### src/rtl/core/triangle_primitive_assembly_core_defines.svh
// Assertion macros shared by the core RTL.
`ifndef TRIANGLE_PRIMITIVE_ASSEMBLY_CORE_DEFINES_SVH
`define TRIANGLE_PRIMITIVE_ASSEMBLY_CORE_DEFINES_SVH

// Same-cycle implication, disabled while in reset.
`define TPA_ASSERT_IMP(lbl, clk, rst_n, ante, cons) \
  lbl: assert property (@(posedge clk) disable iff (!(rst_n)) (ante) |-> (cons)) \
    else $error("%m: assertion failed");

// Next-cycle implication, disabled while in reset.
`define TPA_ASSERT_NXT(lbl, clk, rst_n, ante, cons) \
  lbl: assert property (@(posedge clk) disable iff (!(rst_n)) (ante) |=> (cons)) \
    else $error("%m: assertion failed");

`endif

### src/rtl/core/tpa_pkg.sv
`timescale 1ns / 1ps

package tpa_pkg;

  typedef enum logic [1:0] {
    ModeStrip = 2'd0,
    ModeList  = 2'd1,
    ModeQuad  = 2'd2,
    ModeFan   = 2'd3
  } prim_mode_e;

  localparam int unsigned RegPrimMode    = 0;
  localparam int unsigned RegVertexCount = 1;

  localparam int unsigned TriFifoDepth = 8;
  localparam int unsigned TriFifoPtrW  = 3;

  // triangles produced by one index: second only ever comes with first
  typedef struct packed {
    logic first;
    logic second;
  } emit_t;

endpackage

### src/rtl/core/tpa_index_if.sv
`timescale 1ns / 1ps

interface tpa_index_if #(
  parameter int INDEX_BITS = 16
) ();
  logic                  valid;
  logic                  ready;
  logic [INDEX_BITS-1:0] index_value;
  logic                  stream_start;

  modport source (output valid, output index_value, output stream_start, input ready);
  modport sink   (input valid, input index_value, input stream_start, output ready);
endinterface

### src/rtl/core/tpa_tri_if.sv
`timescale 1ns / 1ps

interface tpa_tri_if #(
  parameter int INDEX_BITS = 16
) ();
  logic                  valid;
  logic                  ready;
  logic [INDEX_BITS-1:0] vert_a;
  logic [INDEX_BITS-1:0] vert_b;
  logic [INDEX_BITS-1:0] vert_c;
  logic                  last_of_run;

  modport source (output valid, output vert_a, output vert_b, output vert_c,
                  output last_of_run, input ready);
  modport sink   (input valid, input vert_a, input vert_b, input vert_c,
                  input last_of_run, output ready);
endinterface

### src/rtl/core/tpa_assembler.sv
`timescale 1ns / 1ps
`include "triangle_primitive_assembly_core_defines.svh"

module tpa_assembler #(
  parameter int INDEX_BITS = 16
) (
  input  logic                     clk_i,
  input  logic                     rst_ni,
  input  tpa_pkg::prim_mode_e      mode_i,
  input  logic [INDEX_BITS:0]      vertex_count_i,
  input  logic                     in_valid_i,
  input  logic [INDEX_BITS-1:0]    index_i,
  input  logic                     start_i,
  output logic                     busy_o,
  output tpa_pkg::emit_t           emit_o,
  output logic [3*INDEX_BITS:0]    tri0_o,
  output logic [3*INDEX_BITS:0]    tri1_o
);

  logic                  stage_v_q;
  logic [INDEX_BITS-1:0] idx_q;
  logic                  start_q;

  logic [INDEX_BITS-1:0] older_q, older_d, newer_q, newer_d, root_q, root_d;
  logic                  rir_q, rir_d, parity_q, parity_d;
  logic [1:0]            gp_q, gp_d;

  logic [INDEX_BITS-1:0] older_c, newer_c, root_c;
  logic                  rir_c, parity_c;
  logic [1:0]            gp_c;
  logic                  idx_lt, older_lt, newer_lt, root_lt;
  logic                  strip_ok, quad_ok, fan_ok;
  tpa_pkg::emit_t        emit;

  always_ff @(posedge clk_i or negedge rst_ni) begin
    if (!rst_ni) begin
      stage_v_q <= 1'b0;
    end else begin
      stage_v_q <= in_valid_i;
    end
  end

  always_ff @(posedge clk_i) begin
    if (in_valid_i) begin
      idx_q   <= index_i;
      start_q <= start_i;
    end
  end

  // mesh restart clears history before the index is used
  always_comb begin
    older_c  = start_q ? '0 : older_q;
    newer_c  = start_q ? '0 : newer_q;
    root_c   = start_q ? '0 : root_q;
    rir_c    = start_q ? 1'b0 : rir_q;
    parity_c = start_q ? 1'b0 : parity_q;
    gp_c     = start_q ? 2'd0 : gp_q;
  end

  assign idx_lt   = {1'b0, idx_q}   < vertex_count_i;
  assign older_lt = {1'b0, older_c} < vertex_count_i;
  assign newer_lt = {1'b0, newer_c} < vertex_count_i;
  assign root_lt  = {1'b0, root_c}  < vertex_count_i;

  assign strip_ok = older_lt && newer_lt && idx_lt && (older_c != newer_c) &&
                    (newer_c != idx_q) && (older_c != idx_q);
  assign quad_ok  = root_lt && older_lt && newer_lt && idx_lt;
  assign fan_ok   = rir_c && root_lt && newer_lt && idx_lt && (root_c != newer_c) &&
                    (newer_c != idx_q) && (root_c != idx_q);

  always_comb begin
    older_d  = older_c;
    newer_d  = newer_c;
    root_d   = root_c;
    rir_d    = rir_c;
    parity_d = parity_c;
    gp_d     = gp_c;
    emit     = '0;
    tri0_o   = {older_c, newer_c, idx_q, 1'b1};
    tri1_o   = {root_c, newer_c, idx_q, 1'b1};
    case (mode_i)
      tpa_pkg::ModeStrip: begin
        if (gp_c[1]) begin
          emit.first = strip_ok;
          if (parity_c) begin
            tri0_o = {older_c, idx_q, newer_c, 1'b1};
          end
          parity_d = ~parity_c;
          gp_d     = 2'd2;
        end else begin
          gp_d = gp_c + 2'd1;
        end
        older_d = newer_c;
        newer_d = idx_q;
      end
      tpa_pkg::ModeList: begin
        if (gp_c[1]) begin
          emit.first = strip_ok;
          gp_d       = 2'd0;
        end else begin
          if (gp_c == 2'd0) begin
            older_d = idx_q;
          end else begin
            newer_d = idx_q;
          end
          gp_d = gp_c + 2'd1;
        end
      end
      tpa_pkg::ModeQuad: begin
        if (gp_c == 2'd3) begin
          emit.first  = quad_ok;
          emit.second = quad_ok;
          tri0_o      = {root_c, older_c, newer_c, 1'b0};
          tri1_o      = {root_c, newer_c, idx_q, 1'b1};
          gp_d        = 2'd0;
        end else begin
          case (gp_c)
            2'd0:    root_d  = idx_q;
            2'd1:    older_d = idx_q;
            default: newer_d = idx_q;
          endcase
          gp_d = gp_c + 2'd1;
        end
      end
      tpa_pkg::ModeFan: begin
        if (gp_c == 2'd0) begin
          root_d = idx_q;
          rir_d  = idx_lt;
          gp_d   = 2'd1;
        end else if (gp_c == 2'd1) begin
          newer_d = idx_q;
          gp_d    = 2'd2;
        end else begin
          emit.first = fan_ok;
          tri0_o     = {root_c, newer_c, idx_q, 1'b1};
          newer_d    = idx_q;
          gp_d       = 2'd2;
        end
      end
      default: begin
        emit = '0;
      end
    endcase
  end

  always_ff @(posedge clk_i or negedge rst_ni) begin
    if (!rst_ni) begin
      older_q  <= '0;
      newer_q  <= '0;
      root_q   <= '0;
      rir_q    <= 1'b0;
      parity_q <= 1'b0;
      gp_q     <= 2'd0;
    end else if (stage_v_q) begin
      older_q  <= older_d;
      newer_q  <= newer_d;
      root_q   <= root_d;
      rir_q    <= rir_d;
      parity_q <= parity_d;
      gp_q     <= gp_d;
    end
  end

  assign busy_o        = stage_v_q;
  assign emit_o.first  = stage_v_q & emit.first;
  assign emit_o.second = stage_v_q & emit.second;

  `TPA_ASSERT_IMP(a_second_needs_first, clk_i, rst_ni, emit_o.second, emit_o.first)
  `TPA_ASSERT_IMP(a_second_only_quad, clk_i, rst_ni, emit_o.second,
                  mode_i == tpa_pkg::ModeQuad)
  `TPA_ASSERT_NXT(a_restart_position, clk_i, rst_ni, stage_v_q && start_q, gp_q == 2'd1)

endmodule

### src/rtl/core/tpa_tri_fifo.sv
`timescale 1ns / 1ps
`include "triangle_primitive_assembly_core_defines.svh"

module tpa_tri_fifo #(
  parameter int INDEX_BITS = 16
) (
  input  logic                             clk_i,
  input  logic                             rst_ni,
  input  tpa_pkg::emit_t                   emit_i,
  input  logic [3*INDEX_BITS:0]            tri0_i,
  input  logic [3*INDEX_BITS:0]            tri1_i,
  output logic                             out_valid_o,
  input  logic                             out_ready_i,
  output logic [3*INDEX_BITS:0]            out_data_o,
  output logic [tpa_pkg::TriFifoPtrW:0]    count_o
);

  localparam int unsigned PtrW  = tpa_pkg::TriFifoPtrW;
  localparam int unsigned Depth = tpa_pkg::TriFifoDepth;

  logic [3*INDEX_BITS:0] mem_q [Depth];
  logic [PtrW-1:0]       wr_ptr_q, wr_ptr_d, rd_ptr_q, rd_ptr_d, wr_ptr_nx;
  logic [PtrW:0]         count_q, count_d;
  logic [1:0]            push_n;
  logic                  pop;

  assign push_n    = {1'b0, emit_i.first} + {1'b0, emit_i.second};
  assign pop       = out_valid_o & out_ready_i;
  assign wr_ptr_nx = wr_ptr_q + 1'b1;

  assign wr_ptr_d = wr_ptr_q + {{(PtrW-2){1'b0}}, push_n};
  assign rd_ptr_d = rd_ptr_q + {{(PtrW-1){1'b0}}, pop};
  assign count_d  = count_q + {{(PtrW-1){1'b0}}, push_n} - {{PtrW{1'b0}}, pop};

  always_ff @(posedge clk_i or negedge rst_ni) begin
    if (!rst_ni) begin
      wr_ptr_q <= '0;
      rd_ptr_q <= '0;
      count_q  <= '0;
    end else begin
      wr_ptr_q <= wr_ptr_d;
      rd_ptr_q <= rd_ptr_d;
      count_q  <= count_d;
    end
  end

  always_ff @(posedge clk_i) begin
    if (emit_i.first) begin
      mem_q[wr_ptr_q] <= tri0_i;
    end
    if (emit_i.second) begin
      mem_q[wr_ptr_nx] <= tri1_i;
    end
  end

  assign out_valid_o = count_q != '0;
  assign out_data_o  = mem_q[rd_ptr_q];
  assign count_o     = count_q;

  `TPA_ASSERT_IMP(a_no_overflow, clk_i, rst_ni, push_n != 2'd0,
                  ({1'b0, count_q} + {{PtrW{1'b0}}, push_n}) <= (PtrW+2)'(Depth))
  `TPA_ASSERT_IMP(a_count_bound, clk_i, rst_ni, 1'b1, count_q <= (PtrW+1)'(Depth))
  `TPA_ASSERT_NXT(a_pop_moves_head, clk_i, rst_ni, pop, rd_ptr_q == $past(rd_ptr_q) + 1'b1)

endmodule

### src/rtl/core/triangle_primitive_assembly_core.sv
`timescale 1ns / 1ps

// Triangle assembly from a vertex index stream: one index is taken per clock,
// back to back while the input is ready, in strip, list, quad-list or fan mode
// as set in prim_mode, and each triangle leaves as one beat (quad mode gives
// two beats per four indices, last_of_run marking the second). An index passes
// an input register and is assembled in the next cycle; its triangles are
// written into an 8-entry queue whose head drives the output. The input holds
// off when the queue, with two entries kept for an index in flight, has fewer
// than two free entries, i.e. when the consumer stalls.
// Registers: prim_mode at byte 0x0, vertex_count at 0x4 (0x8 when
// INDEX_BITS is 32 or more); write them only while the block is idle.
module triangle_primitive_assembly_core #(
  parameter  int INDEX_BITS = 16,
  localparam int DataW      = (INDEX_BITS >= 32) ? 64 : 32,
  localparam int AddrW      = (DataW == 64) ? 4 : 3
) (
  input  logic             clk_i,
  input  logic             rst_ni,
  tpa_index_if.sink        idx_in,
  tpa_tri_if.source        tri_out,
  input  logic             psel,
  input  logic             penable,
  input  logic             pwrite,
  input  logic [AddrW-1:0] paddr,
  input  logic [DataW-1:0] pwdata,
  output logic [DataW-1:0] prdata,
  output logic             pready
);

  localparam int unsigned PtrW = tpa_pkg::TriFifoPtrW;
  localparam logic [PtrW+1:0] RoomLimit = (PtrW+2)'(tpa_pkg::TriFifoDepth - 2);

  tpa_pkg::prim_mode_e   mode_q;
  logic [INDEX_BITS:0]   vc_q;
  logic                  wr_en;
  logic                  reg_sel;
  logic                  busy;
  tpa_pkg::emit_t        emit;
  logic [3*INDEX_BITS:0] tri_first, tri_second, head;
  logic [PtrW:0]         fifo_count;
  logic                  in_accept;

  assign pready  = 1'b1;
  assign wr_en   = psel & penable & pwrite;
  assign reg_sel = paddr[AddrW-1];

  always_ff @(posedge clk_i or negedge rst_ni) begin
    if (!rst_ni) begin
      mode_q <= tpa_pkg::ModeStrip;
      vc_q   <= '0;
    end else if (wr_en) begin
      if (reg_sel == 1'(tpa_pkg::RegPrimMode)) begin
        mode_q <= tpa_pkg::prim_mode_e'(pwdata[1:0]);
      end else begin
        vc_q <= pwdata[INDEX_BITS:0];
      end
    end
  end

  assign prdata = (reg_sel == 1'(tpa_pkg::RegVertexCount)) ? DataW'(vc_q) : DataW'(mode_q);

  assign idx_in.ready = ({1'b0, fifo_count} + {{PtrW{1'b0}}, busy, 1'b0}) <= RoomLimit;
  assign in_accept    = idx_in.valid & idx_in.ready;

  tpa_assembler #(
    .INDEX_BITS(INDEX_BITS)
  ) u_assembler (
    .clk_i          (clk_i),
    .rst_ni         (rst_ni),
    .mode_i         (mode_q),
    .vertex_count_i (vc_q),
    .in_valid_i     (in_accept),
    .index_i        (idx_in.index_value),
    .start_i        (idx_in.stream_start),
    .busy_o         (busy),
    .emit_o         (emit),
    .tri0_o         (tri_first),
    .tri1_o         (tri_second)
  );

  tpa_tri_fifo #(
    .INDEX_BITS(INDEX_BITS)
  ) u_tri_fifo (
    .clk_i       (clk_i),
    .rst_ni      (rst_ni),
    .emit_i      (emit),
    .tri0_i      (tri_first),
    .tri1_i      (tri_second),
    .out_valid_o (tri_out.valid),
    .out_ready_i (tri_out.ready),
    .out_data_o  (head),
    .count_o     (fifo_count)
  );

  assign tri_out.vert_a      = head[3*INDEX_BITS:2*INDEX_BITS+1];
  assign tri_out.vert_b      = head[2*INDEX_BITS:INDEX_BITS+1];
  assign tri_out.vert_c      = head[INDEX_BITS:1];
  assign tri_out.last_of_run = head[0];

endmodule
### src/flat_wrapper.sv
// flat-port wrapper written by rule: the top's interface ports become plain ports
module triangle_primitive_assembly_core_flat 
#(
  parameter  int INDEX_BITS = 16,
  localparam int DataW      = (INDEX_BITS >= 32) ? 64 : 32,
  localparam int AddrW      = (DataW == 64) ? 4 : 3
)
  (clk_i, rst_ni, psel, penable, pwrite, paddr, pwdata, prdata, pready, idx_in_valid, idx_in_index_value, idx_in_stream_start, idx_in_ready, tri_out_valid, tri_out_vert_a, tri_out_vert_b, tri_out_vert_c, tri_out_last_of_run, tri_out_ready);
  tpa_index_if #(.INDEX_BITS(INDEX_BITS)) idx_in_i ();
  tpa_tri_if #(.INDEX_BITS(INDEX_BITS)) tri_out_i ();
  input  logic clk_i;
  input  logic rst_ni;
  input  logic psel;
  input  logic penable;
  input  logic pwrite;
  input  logic [AddrW-1:0] paddr;
  input  logic [DataW-1:0] pwdata;
  output logic [DataW-1:0] prdata;
  output logic pready;
  input wire logic [$bits(idx_in_i.valid)-1:0] idx_in_valid;
  input wire logic [$bits(idx_in_i.index_value)-1:0] idx_in_index_value;
  input wire logic [$bits(idx_in_i.stream_start)-1:0] idx_in_stream_start;
  output wire logic [$bits(idx_in_i.ready)-1:0] idx_in_ready;
  output wire logic [$bits(tri_out_i.valid)-1:0] tri_out_valid;
  output wire logic [$bits(tri_out_i.vert_a)-1:0] tri_out_vert_a;
  output wire logic [$bits(tri_out_i.vert_b)-1:0] tri_out_vert_b;
  output wire logic [$bits(tri_out_i.vert_c)-1:0] tri_out_vert_c;
  output wire logic [$bits(tri_out_i.last_of_run)-1:0] tri_out_last_of_run;
  input wire logic [$bits(tri_out_i.ready)-1:0] tri_out_ready;
  assign idx_in_i.valid = idx_in_valid;
  assign idx_in_i.index_value = idx_in_index_value;
  assign idx_in_i.stream_start = idx_in_stream_start;
  assign idx_in_ready = idx_in_i.ready;
  assign tri_out_valid = tri_out_i.valid;
  assign tri_out_vert_a = tri_out_i.vert_a;
  assign tri_out_vert_b = tri_out_i.vert_b;
  assign tri_out_vert_c = tri_out_i.vert_c;
  assign tri_out_last_of_run = tri_out_i.last_of_run;
  assign tri_out_i.ready = tri_out_ready;
  triangle_primitive_assembly_core #(.INDEX_BITS(INDEX_BITS)) u_core (.clk_i(clk_i), .rst_ni(rst_ni), .idx_in(idx_in_i), .tri_out(tri_out_i), .psel(psel), .penable(penable), .pwrite(pwrite), .paddr(paddr), .pwdata(pwdata), .prdata(prdata), .pready(pready));
endmodule
### config.mk
export PLATFORM = sky130hd
export DESIGN_NAME = triangle_primitive_assembly_core_flat
export DESIGN_NICKNAME = d
export VERILOG_FILES = /design/src/rtl/core/tpa_pkg.sv /design/src/rtl/core/tpa_index_if.sv /design/src/rtl/core/tpa_tri_if.sv /design/src/rtl/core/tpa_assembler.sv /design/src/rtl/core/tpa_tri_fifo.sv /design/src/rtl/core/triangle_primitive_assembly_core.sv /design/src/flat_wrapper.sv
export VERILOG_INCLUDE_DIRS = /design/src /design/src/rtl/core
export SDC_FILE = /design/constraint.sdc
export NUM_CORES = 1
export LEC_CHECK = 0
export BUFFER_PORTS_ARGS = -buffer_cell sky130_fd_sc_hd__buf_2
export CORE_ASPECT_RATIO = 0.9
export CORE_UTILIZATION = 56
export CTS_BUF_LIST = sky130_fd_sc_hd__clkbuf_4 sky130_fd_sc_hd__clkbuf_8
export CTS_CLUSTER_SIZE = 16
export DETAILED_ROUTE_END_ITERATION = 10
export PLACE_DENSITY = 0.71
export RECOVER_POWER = 25
export SKIP_CTS_REPAIR_TIMING = 1
export SLEW_MARGIN = 25
export SYNTH_ARGS = -nofsm -noshare
export SYNTH_HDL_FRONTEND = slang
export SYNTH_HIERARCHICAL = 1
export SYNTH_SLANG_ARGS = --single-unit
### constraint.sdc
create_clock -name clk_i -period 17.38 [get_ports clk_i]
set_clock_uncertainty 0.1 [all_clocks]
set_input_delay 0.869 -clock clk_i [delete_from_list [all_inputs] [get_ports clk_i]]
set_output_delay 0.869 -clock clk_i [all_outputs]
set_load 0.03 [all_outputs]
### Word-level counts from Yosys, hierarchy flattened

Memory sizes are Yosys's and may differ from the RTL's.
Index checks and enable logic that the tools add are counted.

| operators by class | value |
|---|---|
| multiplexer cells | 45 |
| shift operators | 0 |
| multipliers | 0 |
| div/mod/pow operators | 0 |
| bitwise logic cells | 8 |
| reduce and logical (&&, ||, !) cells | 21 |
| order comparisons | 5 |
| $add $sub $neg | 8 |
| eq/ne operators | 10 |

Operator list:

| kind | count |
|---|---|
| $mux W16 | 13 |
| $mux W49 | 3 |
| $pmux W49 S3 | 1 |
| $ne A16 B16 Y1 | 5 |
| $lt A16 B17 Y1 | 4 |
| $mux W33 | 2 |
| $pmux W16 S4 | 1 |
| $pmux W16 S3 | 1 |
| $pmux W16 S2 | 1 |
| $mux W17 | 1 |
| $logic_and A1 B1 Y1 | 14 |
| $mux W1 | 14 |
| $mux W2 | 6 |
| $pmux W2 S4 | 1 |
| $and A1 B1 Y1 | 6 |
| $eq A2 B2 Y1 const B | 3 |
| $add A4 B2 Y5 | 1 |
| $le A5 B3 Y1 const B | 1 |
| $add A4 B2 Y4 | 1 |
| $eq A2 B1 Y1 const B | 2 |
| $logic_not A2 Y1 | 2 |
| $reduce_and A2 Y1 | 2 |
| $reduce_bool A4 Y1 | 1 |
| $reduce_or A2 Y1 | 2 |
| other kinds (8) | 9 |

| word-level totals | value |
|---|---|
| logic and storage cells | 112 |
| bits of input ports | 59 |
| memories | 1 |
| output and inout port bits | 84 |
| bits in writable memories | 392 |
| bits in registers | 99 |
| bits in latches | 0 |
| bits in read-only memories | 0 |

Memory list:

| name | depth | width | rd ports | clocked after memory_dff | write ports | RTL line | source |
|---|---|---|---|---|---|---|---|
| u_core.u_tri_fifo.mem_q | 8 | 49 | 1 | 0 | 2 | tpa_tri_fifo.sv:21 | `logic [3*INDEX_BITS:0] mem_q [Depth];` |

### Depth between registers and ports, before layout

| logic depth | value |
|---|---|
| word-level depth | 15 |
| mapped depth | 21 |
| depth with buffers taken out | 19 |

### Hierarchy

The synthesis kept the hierarchy.

Modules (own cells, without submodules):

| module | cells each | times used | area each (µm²) |
|---|---|---|---|
| tpa_tri_fifo | 1067 | 1 | 20029.2 |
| tpa_assembler | 957 | 1 | 7633.6 |
| triangle_primitive_assembly_core | 88 | 1 | 1089.8 |

### Least setup slack after synthesis

No wires, ideal clock.

| path | value |
|---|---|
| path kind | reg2reg |
| start | register u_core.u_assembler.start_q |
| end | memory u_core/u_tri_fifo/mem_q[2][0] (netlist name), enable pin |
| setup slack | 9.712 ns |
| path buffers | 4 |
| clock period less this slack | 7.668 ns |
| stages on the path, launching flop included | 16 |
| arrival | 7.037 ns |
| path through | edfxtp_1 > buf_2 > buf_4 > buf_2 > clkbuf_1 > nor2b_1 > ha_1 > a21o_1 > a211oi_1 > nor4bb_1 > a2111oi_2 > nor2_1 > o31ai_1 > a31oi_1 > nand2_1 > o32ai_1 |

RTL lines:

| element | RTL line | source |
|---|---|---|
| start: declaration | tpa_assembler.sv:22 | `logic start_q;` |
| start signal: assignment | tpa_assembler.sv:46 | `start_q <= start_i;` |
| end: declaration | tpa_tri_fifo.sv:21 |  |

==> impl_metrics.csv <==
group,metric,value,unit
clock_network,clk_pin_slew,0.06,ns
cells_and_area,final_common_cell,"mux2_2",
cells_and_area,final_cells,2963,
global_route,grt_pass1_wl,125,mm
die,core_area,50600,sq um
logic_synthesis,ys_seq_elements,491,
cells_and_area,drive_above_1_share,35.5,%
logic_synthesis,synth_cell_types,86,
die,io_pins,143,
timing,period_share,49.3,%
detailed_routing,vias_per_cell,6.65,
timing,drv_slew,292,
clock_network,clock_tree.buffer_depth,3,
timing,slew_headroom,-147,%
worst_setup_path,crit_chain,"clkbuf_1, inv_1, nand2_1, ha_1, clkbuf_1, nor3_1, nand4_1, a211oi_1, o31ai_1, a31oi_1, ha_1, or2_2, ha_1, a21o_1, a21oi_1, xor2_1",
timing,setup_violations,0,
timing,worstMarginPinSlew,3.71,ns
logic_synthesis,yosysWarnings,6,
die,die_w,241,microns
worst_setup_path,crit_path_end_kind,"register",
job,cap_violations,8,
clock_network,cts_root_buf,"clkbuf_8",
timing,rsz0062_at_grt,"false",
clock_network,insertion_delay,0.69,ns
placement,place.gp.congestion,0.977,
cells_and_area,final_cell_area,31600,sq um
worst_setup_path,reg2reg_slack,8.82,ns
clock_network,cts_buffers,85,
global_route,grtUsageTotal,32.4,%
logic_synthesis,yosysTopAreaCellShare,42.7,%
detailed_routing,first_pass_iters,6,
placement,dp.cells,2805,
logic_synthesis,synth-edff-count,409,
die,initial_core_util,56.9,%
worst_setup_path,cp.required,17.88,ns
worst_setup_path,slowest_delay,1.66,ns
worst_setup_path,timing.rr.end,"u_core/u_tri_fifo/count_o[3]$_DFF_PN0_",
status,run_status,"complete, but fails checks",
clock_network,h-tree-depth,3,
clock_network,cts_tree,"yes",
timing,fin_setup_tns,0,ns
die,die_h,217,microns
cells_and_area,area_growth,10.0,%
logic_synthesis,synth_cells,2112,
placement,place_ws,10.96,ns
logic_synthesis,synthTopCellsByArea,"edfxtp_1, mux2_2, mux4_2",
cells_and_area,final_cell_mix,"mux2_2, edfxtp_1, nor2_1, mux4_2, clkbuf_8",
global_route,grt_pass1_vias,19900,
global_route,grt_start_max_net_pins,67,
worst_setup_path,reg2reg_from,"u_core/u_assembler/start_q$_DFFE_PP_",
timing,hold_viol,0,
pwr,p_leak,11.5,nW
hold_path,hold_path_end,"u_core/u_assembler/idx_q[3]$_DFFE_PP_",
logic_synthesis,synthArstFlopShare,16.7,%
detailed_routing,dr.first_iter.drc_count,2426,
timing,timing.final.ws_setup,8.82,ns
placement,port_buffers,109,
cells_and_area,nFillCells,3944,
detailed_routing,num_vias,19700,
timing,period_minus_slack,8.56,ns
worst_setup_path,timing.critical_path.slowest_stage_cell,"clkbuf_1",
global_route,grt_antenna_before_repair,1,
worst_setup_path,reg2reg_depth,16,
detailed_routing,routed_wl,83.8,mm
placement,postPlaceCellArea,30000,sq um
die,fp-row-count,78,
placement,dp_hpwl,49.7,mm
die,die_area,52300,sq um
worst_setup_path,crit_type,"register to register",
pwr,power_density,160,nW/um^2
logic_synthesis,ys_seq_area_share,49.9,%
detailed_routing,ant_nets,0,
worst_setup_path,critPathLaunchType,"register",
logic_synthesis,synth.largest_area_cell,"edfxtp_1",
pwr,power,5.07,mW
worst_setup_path,crit_path_frequent_cell,"ha_1",
timing,fmax,117,MHz
hold_path,min_path_type,"input pin to register",
worst_setup_path,cp.arrival,9.07,ns
hold_path,worstHoldPathCells,1,
hold_path,hp-start,"idx_in_index_value[3]",
pwr,peakVddDrop,80.7,uV
cells_and_area,nNetsFinal,2350,
global_route,grt_overflow,0,
status,violations,"max-capacitance violations, max-slew violations",
detailed_routing,drc,0,
worst_setup_path,critPathMaxFanout,42,
clock_network,cts_sinks,491,
logic_synthesis,synth_ff_type,"edfxtp_1",
logic_synthesis,syn_area,28800,sq um
logic_synthesis,avgSynthCellArea,13.6,sq um
detailed_routing,wire_per_inst,28.3,microns
[kinds of logic (layout without fill, tap and decap cells)]
family / Yosys count / count (layout) / synth area share [%]
AO/OA/AOI/OAI: 347 / 347 / 7.99
XOR/XNOR: 60 / 60 / 1.96
adder cells (fa/ha/maj): 76 / 76 / 3.36
buffers and inverters: 226 / 380 / 3.70
flip-flops: 491 / 491 / 49.9
multiplexers: 593 / 593 / 27.2
other: 3 / 20 / 0.0392
AND/OR/NAND/NOR: 316 / 316 / 5.94
[metal layers]
metal,up-vias,track usage (%),wire [microns]
li1,8399,-,-
met5,-,1.42,99
met3,236,6.84,8340
met2,1138,49.2,37800
met4,2,12.4,3090
met1,9940,45.9,34400
[metrics by stage]
step	utilization, %	hold slack (ns)
after global placement	59.2	0.388
after floorplan	-	0.368
after CTS	62.8	-0.0318
final	62.6	0.262
after global routing	62.6	0.216
after detailed placement	59.3	0.396
[registers in the layout (all words and copies together), names as in the netlist]
| signal | count |
|---|---|
| u_core/u_tri_fifo/wr_ptr_q | 3 |
| u_core/u_tri_fifo/rd_ptr_q | 3 |
| u_core/u_assembler/parity_q | 1 |
| u_core/u_assembler/older_q | 16 |
| u_core/u_assembler/gp_q | 2 |
| u_core/u_tri_fifo/count_o | 4 |
| u_core/vc_q | 17 |
| u_core/u_tri_fifo/mem_q | 392 |
| u_core/u_assembler/start_q | 1 |
| u_core/u_assembler/rir_q | 1 |
| u_core/u_assembler/root_q | 16 |
| u_core/u_assembler/busy_o | 1 |
| u_core/mode_q | 2 |
| u_core/u_assembler/newer_q | 16 |
| u_core/u_assembler/idx_q | 16 |
[Yosys cell counts, types with 16 or more instances]
cell type and instances:
a21oi_1 77, a221o_1 17, a22o_1 27, a22oi_1 21, a31oi_1 21, and2_1 16
buf_2 59, buf_4 28, clkbuf_1 71, dfrtp_1 82, edfxtp_1 409, ha_1 74
inv_1 54, mux2_1 32, mux2_2 437, mux4_2 99, nand2_1 53, nand2b_1 26
nor2_1 106, nor2b_1 34, o21ai_0 75, o21ai_1 16, xnor2_1 34, xor2_1 24
[worst max path at each step]
stage                                    startpoint                                       end  slack, ns  cells past startpoint
2_1_floorplan  u_core/u_assembler/start_q$_DFFE_PP_   u_core/u_tri_fifo/mem_q[2][0]$_DFFE_PP_       9.71                     15
3_3_place_gp   u_core/u_assembler/start_q$_DFFE_PP_  u_core/u_tri_fifo/mem_q[0][21]$_DFFE_PP_      11.05                     15
3_5_place_dp   u_core/u_assembler/start_q$_DFFE_PP_  u_core/u_tri_fifo/mem_q[0][21]$_DFFE_PP_      10.96                     15
4_1_cts        u_core/u_assembler/start_q$_DFFE_PP_  u_core/u_tri_fifo/mem_q[0][41]$_DFFE_PP_      10.93                     15
5_1_grt        u_core/u_assembler/start_q$_DFFE_PP_    u_core/u_tri_fifo/count_o[3]$_DFF_PN0_       8.58                     16
6_report       u_core/u_assembler/start_q$_DFFE_PP_    u_core/u_tri_fifo/count_o[3]$_DFF_PN0_       8.82                     16
[worst max-delay path: cells and delay by family, from the launching register on]
| kind | cells | cell delay, ns |
|---|---|---|
| xor+xnor | 1 | 0.16 |
| fa+ha+maj | 3 | 1.01 |
| flops | 1 | 0.33 |
| buf+inv | 3 | 3.84 |
| compound gates | 5 | 0.94 |
| simple gates | 4 | 2.07 |
[area by class of cell]
| cell class | instances | area (sq um) | area share (%) |
|---|---|---|---|
| Tap cell | 680 | 851 | 2.69 |
| Clock buffer | 118 | 1460 | 4.60 |
| Timing Repair Buffer | 170 | 956 | 3.02 |
| Multi-Input combinational cell | 1409 | 13500 | 42.7 |
| Clock inverter | 34 | 308 | 0.973 |
| Inverter | 58 | 218 | 0.688 |
| Sequential cell | 491 | 14300 | 45.3 |
| Antenna cell | 3 | 7.51 | 0.0237 |
[power by group]
| part | leakage (nW) | internal [mW] | switching, mW |
|---|---|---|---|
| Sequential | 4.70 | 1.47 | 0.246 |
| Clock | 0.941 | 0.630 | 0.485 |
| Combinational | 5.89 | 0.950 | 1.28 |
| Total | 11.5 | 3.05 | 2.01 |
Power figures use the tool's default switching activity.
